### src/hdl/gbn_pkg.sv
// ----------------------------------------------------------------------------
// gbn_pkg
// Shared types, codes and helpers of the go-back-N link endpoint.
// ----------------------------------------------------------------------------
package gbn_pkg;

    localparam int TABLE_SIZE  = 8;
    localparam int MAX_PAYLOAD = 64;
    localparam int REF_WIDTH   = 16;
    localparam int MAX_CREDIT  = 8;

    localparam int SEQ_W    = $clog2(TABLE_SIZE);
    localparam int LEN_W    = 7;
    localparam int CREDIT_W = 4;
    localparam int KIND_W   = 3;
    localparam int CODE_W   = 3;
    localparam int FTYPE_W  = 2;

    // command queue
    localparam int Q_DEPTH = 2;
    localparam int QPTR_W  = $clog2(Q_DEPTH);
    localparam int QCNT_W  = $clog2(Q_DEPTH + 1);

    // input operation
    localparam logic OP_FRAME = 1'b0;
    localparam logic OP_QUEUE = 1'b1;

    // received frame types
    localparam logic [FTYPE_W-1:0] FT_DATA = 2'd0;
    localparam logic [FTYPE_W-1:0] FT_ACK  = 2'd1;
    localparam logic [FTYPE_W-1:0] FT_NACK = 2'd2;

    // classified commands
    localparam logic [CODE_W-1:0] CMD_NOP   = 3'd0;
    localparam logic [CODE_W-1:0] CMD_DATA  = 3'd1;
    localparam logic [CODE_W-1:0] CMD_ACK   = 3'd2;
    localparam logic [CODE_W-1:0] CMD_NACK  = 3'd3;
    localparam logic [CODE_W-1:0] CMD_QUEUE = 3'd4;

    // result kinds
    localparam logic [KIND_W-1:0] KIND_STATUS  = 3'd0;
    localparam logic [KIND_W-1:0] KIND_DELIVER = 3'd1;
    localparam logic [KIND_W-1:0] KIND_DATA    = 3'd2;
    localparam logic [KIND_W-1:0] KIND_ACK     = 3'd3;
    localparam logic [KIND_W-1:0] KIND_NACK    = 3'd4;

    typedef struct packed {
        logic [CODE_W-1:0]    code;
        logic [SEQ_W-1:0]     send_seq;
        logic [SEQ_W-1:0]     ack_seq;
        logic [REF_WIDTH-1:0] buf_ref;
        logic [LEN_W-1:0]     length;
        logic [CREDIT_W-1:0]  credit;
    } cmd_t;

    typedef struct packed {
        logic [KIND_W-1:0]    kind;
        logic [SEQ_W-1:0]     send_seq;
        logic [SEQ_W-1:0]     ack_seq;
        logic [REF_WIDTH-1:0] buf_ref;
        logic [LEN_W-1:0]     length;
        logic                 accepted;
        logic                 last;
    } res_t;

    function automatic logic [SEQ_W-1:0] ring_next(input logic [SEQ_W-1:0] v);
        logic [SEQ_W-1:0] r;
        if (v == SEQ_W'(TABLE_SIZE - 1))
        begin
            r = '0;
        end
        else
        begin
            r = v + SEQ_W'(1);
        end
        return r;
    endfunction

endpackage

### src/hdl/gbn_front.sv
// ----------------------------------------------------------------------------
// gbn_front
// Classifies an input request into a command and clamps length and credit.
// ----------------------------------------------------------------------------
module gbn_front (
    input  logic                          operation,
    input  logic [gbn_pkg::FTYPE_W-1:0]   frame_type,
    input  logic [gbn_pkg::SEQ_W-1:0]     frame_send_seq,
    input  logic [gbn_pkg::SEQ_W-1:0]     frame_ack_seq,
    input  logic [gbn_pkg::REF_WIDTH-1:0] payload_ref,
    input  logic [gbn_pkg::LEN_W-1:0]     payload_length,
    input  logic [gbn_pkg::CREDIT_W-1:0]  tx_credit,
    output gbn_pkg::cmd_t                 cmd
);

    always_comb
    begin
        cmd.send_seq = frame_send_seq;
        cmd.ack_seq  = frame_ack_seq;
        cmd.buf_ref  = payload_ref;
        if (payload_length > gbn_pkg::LEN_W'(gbn_pkg::MAX_PAYLOAD))
        begin
            cmd.length = gbn_pkg::LEN_W'(gbn_pkg::MAX_PAYLOAD);
        end
        else
        begin
            cmd.length = payload_length;
        end
        if (tx_credit > gbn_pkg::CREDIT_W'(gbn_pkg::MAX_CREDIT))
        begin
            cmd.credit = gbn_pkg::CREDIT_W'(gbn_pkg::MAX_CREDIT);
        end
        else
        begin
            cmd.credit = tx_credit;
        end
        if (operation == gbn_pkg::OP_QUEUE)
        begin
            cmd.code = gbn_pkg::CMD_QUEUE;
        end
        else
        begin
            case (frame_type)
                gbn_pkg::FT_DATA: cmd.code = gbn_pkg::CMD_DATA;
                gbn_pkg::FT_ACK:  cmd.code = gbn_pkg::CMD_ACK;
                gbn_pkg::FT_NACK: cmd.code = gbn_pkg::CMD_NACK;
                default:          cmd.code = gbn_pkg::CMD_NOP;
            endcase
        end
    end

endmodule

### src/hdl/gbn_queue.sv
// ----------------------------------------------------------------------------
// gbn_queue
// Two-entry command queue between the classifier and the sequencer.
// ----------------------------------------------------------------------------
module gbn_queue (
    input  logic          clk,
    input  logic          rst_n,
    input  logic          push,
    input  gbn_pkg::cmd_t push_cmd,
    output logic          full,
    input  logic          pop,
    output logic          not_empty,
    output gbn_pkg::cmd_t head
);

    gbn_pkg::cmd_t slot_reg [gbn_pkg::Q_DEPTH];
    logic [gbn_pkg::QPTR_W-1:0] wr_ptr_reg;
    logic [gbn_pkg::QPTR_W-1:0] wr_ptr_next;
    logic [gbn_pkg::QPTR_W-1:0] rd_ptr_reg;
    logic [gbn_pkg::QPTR_W-1:0] rd_ptr_next;
    logic [gbn_pkg::QCNT_W-1:0] count_reg;
    logic [gbn_pkg::QCNT_W-1:0] count_next;
    logic       do_push;
    logic       do_pop;

    assign full      = (count_reg == gbn_pkg::QCNT_W'(gbn_pkg::Q_DEPTH));
    assign not_empty = (count_reg != '0);
    assign head      = slot_reg[rd_ptr_reg];
    assign do_push   = push && !full;
    assign do_pop    = pop && not_empty;

    always_comb
    begin
        wr_ptr_next = wr_ptr_reg;
        rd_ptr_next = rd_ptr_reg;
        if (do_push)
        begin
            wr_ptr_next = (wr_ptr_reg == gbn_pkg::QPTR_W'(gbn_pkg::Q_DEPTH - 1)) ? '0
                        : wr_ptr_reg + gbn_pkg::QPTR_W'(1);
        end
        if (do_pop)
        begin
            rd_ptr_next = (rd_ptr_reg == gbn_pkg::QPTR_W'(gbn_pkg::Q_DEPTH - 1)) ? '0
                        : rd_ptr_reg + gbn_pkg::QPTR_W'(1);
        end
        count_next = count_reg + gbn_pkg::QCNT_W'(do_push) - gbn_pkg::QCNT_W'(do_pop);
    end

    always_ff @(posedge clk)
    begin
        if (do_push)
        begin
            slot_reg[wr_ptr_reg] <= push_cmd;
        end
    end

    always_ff @(posedge clk or negedge rst_n)
    begin
        if (!rst_n)
        begin
            wr_ptr_reg <= '0;
            rd_ptr_reg <= '0;
            count_reg  <= '0;
        end
        else
        begin
            wr_ptr_reg <= wr_ptr_next;
            rd_ptr_reg <= rd_ptr_next;
            count_reg  <= count_next;
        end
    end

endmodule

### src/hdl/gbn_back.sv
// ----------------------------------------------------------------------------
// gbn_back
// Protocol state, retransmit ring and result sequencer with output register.
// ----------------------------------------------------------------------------
module gbn_back (
    input  logic           clk,
    input  logic           rst_n,
    input  logic           q_valid,
    input  gbn_pkg::cmd_t  q_cmd,
    output logic           q_pop,
    output logic           out_valid,
    input  logic           out_ready,
    output gbn_pkg::res_t  res
);

    localparam logic [1:0] ST_IDLE   = 2'd0;
    localparam logic [1:0] ST_SEND   = 2'd1;
    localparam logic [1:0] ST_STATUS = 2'd2;

    logic [gbn_pkg::REF_WIDTH-1:0] entry_ref_reg    [gbn_pkg::TABLE_SIZE];
    logic [gbn_pkg::LEN_W-1:0]     entry_length_reg [gbn_pkg::TABLE_SIZE];

    logic [1:0]                   state_reg,          state_next;
    logic [gbn_pkg::SEQ_W-1:0]    next_expected_reg,  next_expected_next;
    logic [gbn_pkg::SEQ_W-1:0]    next_send_reg,      next_send_next;
    logic [gbn_pkg::SEQ_W-1:0]    free_slot_reg,      free_slot_next;
    logic [gbn_pkg::SEQ_W-1:0]    oldest_unacked_reg, oldest_unacked_next;
    logic                         table_full_reg,     table_full_next;
    logic                         ack_pending_reg,    ack_pending_next;
    logic [gbn_pkg::CREDIT_W-1:0] credit_reg,         credit_next;
    logic [gbn_pkg::CREDIT_W-1:0] sent_reg,           sent_next;
    logic                         accepted_reg,       accepted_next;
    logic                         out_valid_reg,      out_valid_next;
    gbn_pkg::res_t                res_reg,            res_next;

    logic                         can_load;
    logic                         load;
    logic                         wr_en;
    gbn_pkg::res_t                res_new;
    logic [gbn_pkg::SEQ_W-1:0]    free_after;

    assign can_load   = !out_valid_reg || out_ready;
    assign free_after = gbn_pkg::ring_next(free_slot_reg);
    assign out_valid  = out_valid_reg;
    assign res        = res_reg;

    always_comb
    begin
        state_next          = state_reg;
        next_expected_next  = next_expected_reg;
        next_send_next      = next_send_reg;
        free_slot_next      = free_slot_reg;
        oldest_unacked_next = oldest_unacked_reg;
        table_full_next     = table_full_reg;
        ack_pending_next    = ack_pending_reg;
        credit_next         = credit_reg;
        sent_next           = sent_reg;
        accepted_next       = accepted_reg;
        q_pop               = 1'b0;
        load                = 1'b0;
        wr_en               = 1'b0;
        res_new             = '0;

        case (state_reg)
            ST_IDLE:
            begin
                if (q_valid && can_load)
                begin
                    q_pop         = 1'b1;
                    credit_next   = q_cmd.credit;
                    sent_next     = '0;
                    accepted_next = 1'b0;
                    state_next    = ST_SEND;
                    case (q_cmd.code)
                        gbn_pkg::CMD_DATA:
                        begin
                            load = 1'b1;
                            if (q_cmd.send_seq == next_expected_reg)
                            begin
                                next_expected_next = gbn_pkg::ring_next(next_expected_reg);
                                res_new.kind       = gbn_pkg::KIND_DELIVER;
                                res_new.buf_ref    = q_cmd.buf_ref;
                                res_new.length     = q_cmd.length;
                                ack_pending_next   = 1'b1;
                                if (oldest_unacked_reg != q_cmd.ack_seq)
                                begin
                                    oldest_unacked_next = q_cmd.ack_seq;
                                    table_full_next     = 1'b0;
                                end
                            end
                            else
                            begin
                                res_new.kind    = gbn_pkg::KIND_NACK;
                                res_new.ack_seq = next_expected_reg;
                            end
                        end
                        gbn_pkg::CMD_ACK:
                        begin
                            if (oldest_unacked_reg != q_cmd.ack_seq)
                            begin
                                oldest_unacked_next = q_cmd.ack_seq;
                                table_full_next     = 1'b0;
                            end
                        end
                        gbn_pkg::CMD_NACK:
                        begin
                            next_send_next = q_cmd.ack_seq;
                        end
                        gbn_pkg::CMD_QUEUE:
                        begin
                            if (!table_full_reg)
                            begin
                                accepted_next   = 1'b1;
                                wr_en           = 1'b1;
                                free_slot_next  = free_after;
                                table_full_next = (free_after == oldest_unacked_reg);
                            end
                        end
                        default:
                        begin
                        end
                    endcase
                end
            end
            ST_SEND:
            begin
                if (can_load)
                begin
                    load = 1'b1;
                    if (next_send_reg != free_slot_reg && sent_reg < credit_reg)
                    begin
                        res_new.kind     = gbn_pkg::KIND_DATA;
                        res_new.send_seq = next_send_reg;
                        res_new.ack_seq  = next_expected_reg;
                        res_new.buf_ref  = entry_ref_reg[next_send_reg];
                        res_new.length   = entry_length_reg[next_send_reg];
                        ack_pending_next = 1'b0;
                        next_send_next   = gbn_pkg::ring_next(next_send_reg);
                        sent_next        = sent_reg + gbn_pkg::CREDIT_W'(1);
                    end
                    else if (ack_pending_reg && sent_reg < credit_reg)
                    begin
                        res_new.kind     = gbn_pkg::KIND_ACK;
                        res_new.ack_seq  = next_expected_reg;
                        ack_pending_next = 1'b0;
                        state_next       = ST_STATUS;
                    end
                    else
                    begin
                        res_new.kind     = gbn_pkg::KIND_STATUS;
                        res_new.accepted = accepted_reg;
                        res_new.last     = 1'b1;
                        state_next       = ST_IDLE;
                    end
                end
            end
            ST_STATUS:
            begin
                if (can_load)
                begin
                    load             = 1'b1;
                    res_new.kind     = gbn_pkg::KIND_STATUS;
                    res_new.accepted = accepted_reg;
                    res_new.last     = 1'b1;
                    state_next       = ST_IDLE;
                end
            end
            default:
            begin
                state_next = ST_IDLE;
            end
        endcase

        if (load)
        begin
            out_valid_next = 1'b1;
            res_next       = res_new;
        end
        else
        begin
            out_valid_next = out_valid_reg && !out_ready;
            res_next       = res_reg;
        end
    end

    always_ff @(posedge clk)
    begin
        res_reg <= res_next;
        if (wr_en)
        begin
            entry_ref_reg[free_slot_reg]    <= q_cmd.buf_ref;
            entry_length_reg[free_slot_reg] <= q_cmd.length;
        end
    end

    always_ff @(posedge clk or negedge rst_n)
    begin
        if (!rst_n)
        begin
            state_reg          <= ST_IDLE;
            next_expected_reg  <= '0;
            next_send_reg      <= '0;
            free_slot_reg      <= '0;
            oldest_unacked_reg <= '0;
            table_full_reg     <= 1'b0;
            ack_pending_reg    <= 1'b0;
            credit_reg         <= '0;
            sent_reg           <= '0;
            accepted_reg       <= 1'b0;
            out_valid_reg      <= 1'b0;
        end
        else
        begin
            state_reg          <= state_next;
            next_expected_reg  <= next_expected_next;
            next_send_reg      <= next_send_next;
            free_slot_reg      <= free_slot_next;
            oldest_unacked_reg <= oldest_unacked_next;
            table_full_reg     <= table_full_next;
            ack_pending_reg    <= ack_pending_next;
            credit_reg         <= credit_next;
            sent_reg           <= sent_next;
            accepted_reg       <= accepted_next;
            out_valid_reg      <= out_valid_next;
        end
    end

    // frames sent never exceed the credit of the request
    a_sent_bound: assert property (@(posedge clk) disable iff (!rst_n)
        sent_reg <= credit_reg)
        else $error("sent count above credit");

    // a full ring has its free pointer on the oldest unacked entry
    a_full_ptrs: assert property (@(posedge clk) disable iff (!rst_n)
        table_full_reg |-> free_slot_reg == oldest_unacked_reg)
        else $error("full flag with pointers apart");

    // a new command is taken only between requests
    a_pop_idle: assert property (@(posedge clk) disable iff (!rst_n)
        q_pop |-> state_reg == ST_IDLE)
        else $error("command popped while sequencing");

    // a ring write never happens on a full ring
    a_no_overwrite: assert property (@(posedge clk) disable iff (!rst_n)
        wr_en |-> !table_full_reg && q_cmd.code == gbn_pkg::CMD_QUEUE)
        else $error("ring written while full");

endmodule

### src/hdl/go_back_n_link_endpoint_unit.sv
// ----------------------------------------------------------------------------
// go_back_n_link_endpoint_unit
// Go-back-N link endpoint: receive handling, retransmit ring, frame output.
// ----------------------------------------------------------------------------
//  channel   handshake              payload
//  input     in_valid / in_ready    operation .. tx_credit
//  output    out_valid / out_ready  kind .. last
//
//  a request yields its results one after another from the back sequencer:
//  deliver or nack on data, data frames up to credit, a pending ack, status
//  a two-entry command queue lets up to two requests wait while results drain
//  reset clears pointers, flags, queue and output valid; ring contents stay
//  a stalled output holds its result and stops the sequencer
module go_back_n_link_endpoint_unit (
    input  logic                          clk,
    input  logic                          rst_n,
    input  logic                          in_valid,
    output logic                          in_ready,
    input  logic                          operation,
    input  logic [gbn_pkg::FTYPE_W-1:0]   frame_type,
    input  logic [gbn_pkg::SEQ_W-1:0]     frame_send_seq,
    input  logic [gbn_pkg::SEQ_W-1:0]     frame_ack_seq,
    input  logic [gbn_pkg::REF_WIDTH-1:0] payload_ref,
    input  logic [gbn_pkg::LEN_W-1:0]     payload_length,
    input  logic [gbn_pkg::CREDIT_W-1:0]  tx_credit,
    output logic                          out_valid,
    input  logic                          out_ready,
    output logic [gbn_pkg::KIND_W-1:0]    kind,
    output logic [gbn_pkg::SEQ_W-1:0]     out_send_seq,
    output logic [gbn_pkg::SEQ_W-1:0]     out_ack_seq,
    output logic [gbn_pkg::REF_WIDTH-1:0] out_ref,
    output logic [gbn_pkg::LEN_W-1:0]     out_length,
    output logic                          accepted,
    output logic                          last
);

    gbn_pkg::cmd_t front_cmd;
    gbn_pkg::cmd_t head_cmd;
    gbn_pkg::res_t res;
    logic          q_full;
    logic          q_not_empty;
    logic          q_pop;

    assign in_ready = !q_full;

    gbn_front u_front (
        .operation      (operation),
        .frame_type     (frame_type),
        .frame_send_seq (frame_send_seq),
        .frame_ack_seq  (frame_ack_seq),
        .payload_ref    (payload_ref),
        .payload_length (payload_length),
        .tx_credit      (tx_credit),
        .cmd            (front_cmd)
    );

    gbn_queue u_queue (
        .clk       (clk),
        .rst_n     (rst_n),
        .push      (in_valid),
        .push_cmd  (front_cmd),
        .full      (q_full),
        .pop       (q_pop),
        .not_empty (q_not_empty),
        .head      (head_cmd)
    );

    gbn_back u_back (
        .clk       (clk),
        .rst_n     (rst_n),
        .q_valid   (q_not_empty),
        .q_cmd     (head_cmd),
        .q_pop     (q_pop),
        .out_valid (out_valid),
        .out_ready (out_ready),
        .res       (res)
    );

    assign kind         = res.kind;
    assign out_send_seq = res.send_seq;
    assign out_ack_seq  = res.ack_seq;
    assign out_ref      = res.buf_ref;
    assign out_length   = res.length;
    assign accepted     = res.accepted;
    assign last         = res.last;

endmodule
### config.mk
export PLATFORM = sky130hd
export DESIGN_NAME = go_back_n_link_endpoint_unit
export DESIGN_NICKNAME = d
export VERILOG_FILES = /design/src/hdl/gbn_pkg.sv /design/src/hdl/gbn_front.sv /design/src/hdl/gbn_queue.sv /design/src/hdl/gbn_back.sv /design/src/hdl/go_back_n_link_endpoint_unit.sv
export SDC_FILE = /design/constraint.sdc
export NUM_CORES = 1
export LEC_CHECK = 0
export BUFFER_PORTS_ARGS = -buffer_cell sky130_fd_sc_hd__buf_2
export CAP_MARGIN = 10
export CORE_ASPECT_RATIO = 1.75
export CORE_MARGIN = 2
export CORE_UTILIZATION = 55
export DETAILED_ROUTE_END_ITERATION = 7
export HOLD_SLACK_MARGIN = 0.12
export PLACE_DENSITY = 0.75
export RECOVER_POWER = 100
export SLEW_MARGIN = 10
export SYNTH_ARGS = -nofsm -noshare
export SYNTH_HDL_FRONTEND = slang
export SYNTH_SLANG_ARGS = --single-unit
### constraint.sdc
create_clock -name clk -period 9.25 [get_ports clk]
set_input_delay 2.3125 -clock clk [delete_from_list [all_inputs] [get_ports clk]]
set_output_delay 2.3125 -clock clk [all_outputs]
set_load 0.02 [all_outputs]
# Yosys cells after proc, flatten, opt, wreduce, memory -nomap -nowiden
# Memories as Yosys holds them, arrays and structs flattened.
# Index checks and enable logic that the tools add are counted.
# classes
bitwise,1
add_sub_neg,8
n_lt_le_gt_ge,3
reduce_logical,27
n_mux,73
eq_ne,26
# ops
op,n
two-way mux 26 bit,2
one-hot mux 26 bit (2 select lines),1
two-way mux 3 bit,17
two-way mux 23 bit,2
two-way mux 34 bit,1
two-way mux 1 bit,25
AND reduction 4 bit,6
two-way mux 2 bit,10
one-hot mux 3 bit (2 select lines),3
two-way mux 4 bit,4
== test 3 bit (second input constant),4
!= test 2 x 1 -> 1 bit (second input constant),6
one-hot mux 2 bit (3 select lines),2
adder 3 x 1 -> 3 bit (second input constant),3
one-hot mux 4 bit (2 select lines),1
greater-than comparator 7 bit (second input constant),1
two-way mux 7 bit,1
== test 2 bit (second input constant),3
== test 3 x 2 -> 1 bit (second input constant),2
== test 3 bit,2
logical AND 1 bit,6
!= test 2 bit (second input constant),3
!= test 3 bit,2
AND reduction 6 bit,1
other kinds (22),30
# word_totals
input_bits,40
ram_bits,256
memories,3
ff_bits,64
word_cells,162
# mem_list
name,depth,word_bits,rd,rd_clocked_by_memory_dff,wr,line,text
u_back.entry_ref_reg,8,16,1,0,1,gbn_back.sv:20,logic [gbn_pkg::REF_WIDTH-1:0] entry_ref_reg [gbn_pkg::TABLE_SIZE];
u_queue.slot_reg,2,36,1,0,1,gbn_queue.sv:16,gbn_pkg::cmd_t slot_reg [gbn_pkg::Q_DEPTH];
u_back.entry_length_reg,8,7,1,0,1,gbn_back.sv:21,logic [gbn_pkg::LEN_W-1:0] entry_length_reg [gbn_pkg::TABLE_SIZE];

# Logic depth before layout (Yosys ltp)
# depth
word_depth,7
mapped_depth,10
ltp_nobuf,9

# Hierarchy
# Synthesis repeated with hierarchy kept, for this count alone.
# unflattened
cells_unflattened,693
area_unflattened_um2,13122.6
# by_module_without_submodules
mod,area_each_um2,instances,cells_per_inst,seq_area_each_um2
gbn_back,9909.5,1,522,7196.9
gbn_queue,2924.1,1,130,2262.2
gbn_front,285.3,1,40,0.0
go_back_n_link_endpoint_unit,3.8,1,1,0.0

# Worst setup path before layout
# OpenSTA, ideal clock, no wires.
# synth_timing
path_type,input to register
startpoint,in out_ready
endpoint,mem u_back.entry_length_reg[0][0] (netlist bit) (enable)
t_required_ns,8.818
setup_time_ns,0.432
arrival_ns,4.806
path_slack_ns,4.012
path_buffers,2
cell_stages,7
cell_sequence,nor2b_1 > clkbuf_1 > a211oi_1 > and2_1 > clkbuf_1 > nand2b_1 > nor3_1
# synth_via
elab_chain_len,6
# synth_rtl
item,line,text
"start, declared",go_back_n_link_endpoint_unit.sv:27,"input logic out_ready,"
logical OR 1 bit,gbn_back.sv:42,assign can_load = !out_valid_reg || out_ready;
logical AND 1 bit,gbn_back.sv:67,if (q_valid && can_load)
two-way mux 1 bit,gbn_back.sv:67,
two-way mux 1 bit,gbn_back.sv:64,case (state_reg)
two-way mux 1 bit,gbn_back.sv:189,if (wr_en)
two-way mux 1 bit (not written as such),gbn_back.sv:192,entry_length_reg[free_slot_reg] <= q_cmd.length;
"end, declared",gbn_back.sv:21,
# Every way passes these cells.

# Final worst setup path
# layout_timing
startpoint,reg u_queue.rd_ptr_reg
endpoint,mem u_back.entry_ref_reg[1][2] (netlist bit) (enable)
# layout_via
elab_chain_len,7
# layout_rtl
item,line,text
"start, declared",gbn_queue.sv:19,logic [gbn_pkg::QPTR_W-1:0] rd_ptr_reg;
"start signal, assigned",gbn_queue.sv:68,rd_ptr_reg <= rd_ptr_next;
memory (2 x 36 bit),n/a,
== test 3 bit,gbn_back.sv:74,case (q_cmd.code)
two-way mux 1 bit,gbn_back.sv:74,
two-way mux 1 bit,gbn_back.sv:67,
two-way mux 1 bit,gbn_back.sv:64,
two-way mux 1 bit,gbn_back.sv:189,
two-way mux 1 bit (not written as such),gbn_back.sv:191,entry_ref_reg[free_slot_reg] <= q_cmd.buf_ref;
"end, declared",gbn_back.sv:20,
# Every way passes these cells.

==> flow_summary.ini <==
[sta]
slew_headroom = -0.817
worst_pin_slew_ns = 2.73
clock-skew-final_ns = 0.0107
slew_viol_final = 329
fin_hold_ws_ns = 0.527
finalHoldViolations = 0
max_freq_ghz = 0.172
finalSetupViolCount = 0
finalCriticalPeriod_ns = 5.81
tns_ns = 0
finalCritPeriodShare = 0.628
rsz0062_at_grt = no

[yosys]
synth_common_cells = edfxtp_1 (290), mux4_2 (46), o21ai_0 (34), mux2_2 (31), nand2b_1 (31)
synth-seq-cells = 320
syn-cell-area_sq_um = 12900
synth_top_area_share = 0.676
synth_area_leaders = edfxtp_1 (68%), mux4_2 (8.0%), dfrtp_1 (5.8%)
yosysTopAreaCell = edfxtp_1
yosysWarnings = 0
async_flop_share = 0.0938
synthCells = 710
synth_enable_flop_cells = 290
synth.most_common_cell = edfxtp_1
synth_cell_types = 52
ys_seq_area_frac = 0.734
synth.avg_cell_area_sq_um = 18.1
syn_nets = 769
synth_ff_type = edfxtp_1

[setup_path]
critPathLaunch = u_queue.rd_ptr_reg$_DFFE_PN0P_
reg2reg_from = u_queue.rd_ptr_reg$_DFFE_PN0P_
critPathLaunchType = register
end_kind = register
cp.arrival_ns = 5.97
worstReg2RegEnd = u_back.entry_ref_reg[1][2]$_DFFE_PP_
path_class = reg -> reg
crit_path_end = u_back.entry_ref_reg[1][2]$_DFFE_PP_
path_max_fanout = 41
rrSetupSlack_ns = 3.44
r2r_cells = 7
critPathRequiredTime_ns = 9.41

[die]
core.rowCount = 74
pin_count = 76
die_h_microns = 206
die-area_sq_um = 24700
fp.coreArea_sq_um = 23100
initial_core_util = 0.557
die_width_microns = 120

[clock_network]
clock-sinks = 320
postCtsSetupRepairBufs = 0
cts_buffers = 28
cts_tree = yes
path_clk_slew_ns = 0.07
cts_resized = 0
insertion_delay_ns = 0.55
cts.htree.levels = 1
root_buffer = clkbuf_16
cts_buffer_depth = 3
hold_buffers = 0

[route]
wl_per_cell_microns = 22.7
ant_nets = 0
via_per_inst = 5.84
wirelength_microns = 25400
route.vias.total = 6539
firstDrtPassIters = 5
drt_iter0_markers = 449
drc = 0

[final_layout]
diodes = 0
fin_area_sq_um = 14400
final_layout_size_suffix_gt1_frac = 0.163
final_cells = 1119
syn2layout_area_growth_pct = 12.1
largest_reg_flops = 128
fin_nets = 853

[placed_design]
dp_hpwl_microns = 16100
globalplace.congestion = 0.899
place_area_sq_um = 13600
io_buffer_count = 75
dp.cells = 1068

[job]
cap_violations = 11

[power_and_ir_drop]
powerDensity_nw_per_um2 = 326
p_leak_nw = 4.90
max-vdd-ir-drop_uv = 221

[grt]
grt_pass1_vias = 7000
grtUsageTotal = 0.211
gr-total-overflow = 0
antenna_found_initial = 0
grt_max_degree = 49
grt_pass1_wl_microns = 39000

[run_status]
status = finished with violations
violations = max-capacitance violations, max-slew violations

[worst_hold_path]
min_path_type = reg -> reg
[per-stage QoR]
step	setup slack, ns	power [mW]	util
floorplan	4.01	3.14	-
finish	3.44	4.71	0.624
detailed placement	4.43	3.61	0.589
global route	2.91	4.94	0.624
CTS	4.99	4.79	0.629
global placement	4.55	3.55	0.589
[where the power goes]
part / switching [mW] / internal [mW] / leakage (nW)
clock: 0.514 / 0.665 / 0.446
combinational: 0.909 / 0.502 / 1.43
sequential: 0.130 / 1.99 / 3.02
total: 1.55 / 3.16 / 4.90
[how the worst min path moves through the flow]
stage / start / endpoint / depth (start not counted)
after floorplan: u_queue.wr_ptr_reg$_DFFE_PN0P_ / u_queue.wr_ptr_reg$_DFFE_PN0P_ / 1
after global placement: u_queue.count_reg[1]$_DFF_PN0_ / u_queue.count_reg[1]$_DFF_PN0_ / 1
after detailed placement: u_back.credit_reg[1]$_DFFE_PN0P_ / u_back.credit_reg[1]$_DFFE_PN0P_ / 2
after CTS: u_queue.count_reg[1]$_DFF_PN0_ / u_queue.count_reg[1]$_DFF_PN0_ / 1
after global routing: u_back.credit_reg[1]$_DFFE_PN0P_ / u_back.credit_reg[1]$_DFFE_PN0P_ / 2
final: u_back.credit_reg[1]$_DFFE_PN0P_ / u_back.credit_reg[1]$_DFFE_PN0P_ / 2
[metal layers]
layer  global-route usage  part of all wire  vias to the layer above
met3               0.0259             0.042                       53
li1                     -                 -                     2939
met5                    0                 0                        -
met1                0.238              0.35                     3359
met4               0.0929             0.035                        0
met2                0.399              0.57                      188
[placed cells by master, fill, tap and decap left out, drive strengths merged, types with 4 or more instances in the layout]
cell type | netlist | final
a21oi | 12 | 12
and2 | 4 | 4
buf | 7 | 27
clkbuf | 24 | 91
clkinv | 0 | 7
dfrtp | 30 | 30
edfxtp | 290 | 290
ha | 19 | 19
inv | 18 | 23
mux2 | 32 | 32
mux2i | 30 | 30
mux4 | 46 | 46
nand2 | 20 | 20
nand2b | 31 | 31
nand3 | 5 | 5
nand4 | 5 | 5
nor2 | 24 | 24
nor2b | 11 | 11
nor3 | 10 | 10
o21ai | 34 | 34
xnor2 | 17 | 17
[area by class of cell]
type	count	area, sq um
Sequential cell	320	9460
Tap cell	304	380
Timing Repair Buffer	85	358
Fill cell	1669	8710
Clock buffer	33	741
Inverter	18	67.6
Multi-Input combinational cell	341	3230
Clock inverter	18	194
[critical path, stage by stage (launching register included)]
cell,delay [ns]
dfrtp_2,0.35
clkbuf_1,1.93
nand4bb_1,0.18
a211oi_1,0.38
and2_0,0.34
nand2_1,0.18
nor3_1,1.05
clkbuf_1,0.99
[cells by family after synthesis]
family	after synthesis	share of synthesized area
AND/OR/NAND/NOR	127	0.0547
AO/OA/AOI/OAI	69	0.0327
adder cells (fa/ha/maj)	19	0.0185
buffers and inverters	49	0.0156
multiplexers	108	0.132
XOR/XNOR	18	0.0122
flip-flops	320	0.734
No activity file was read; power rests on OpenSTA's default activity.
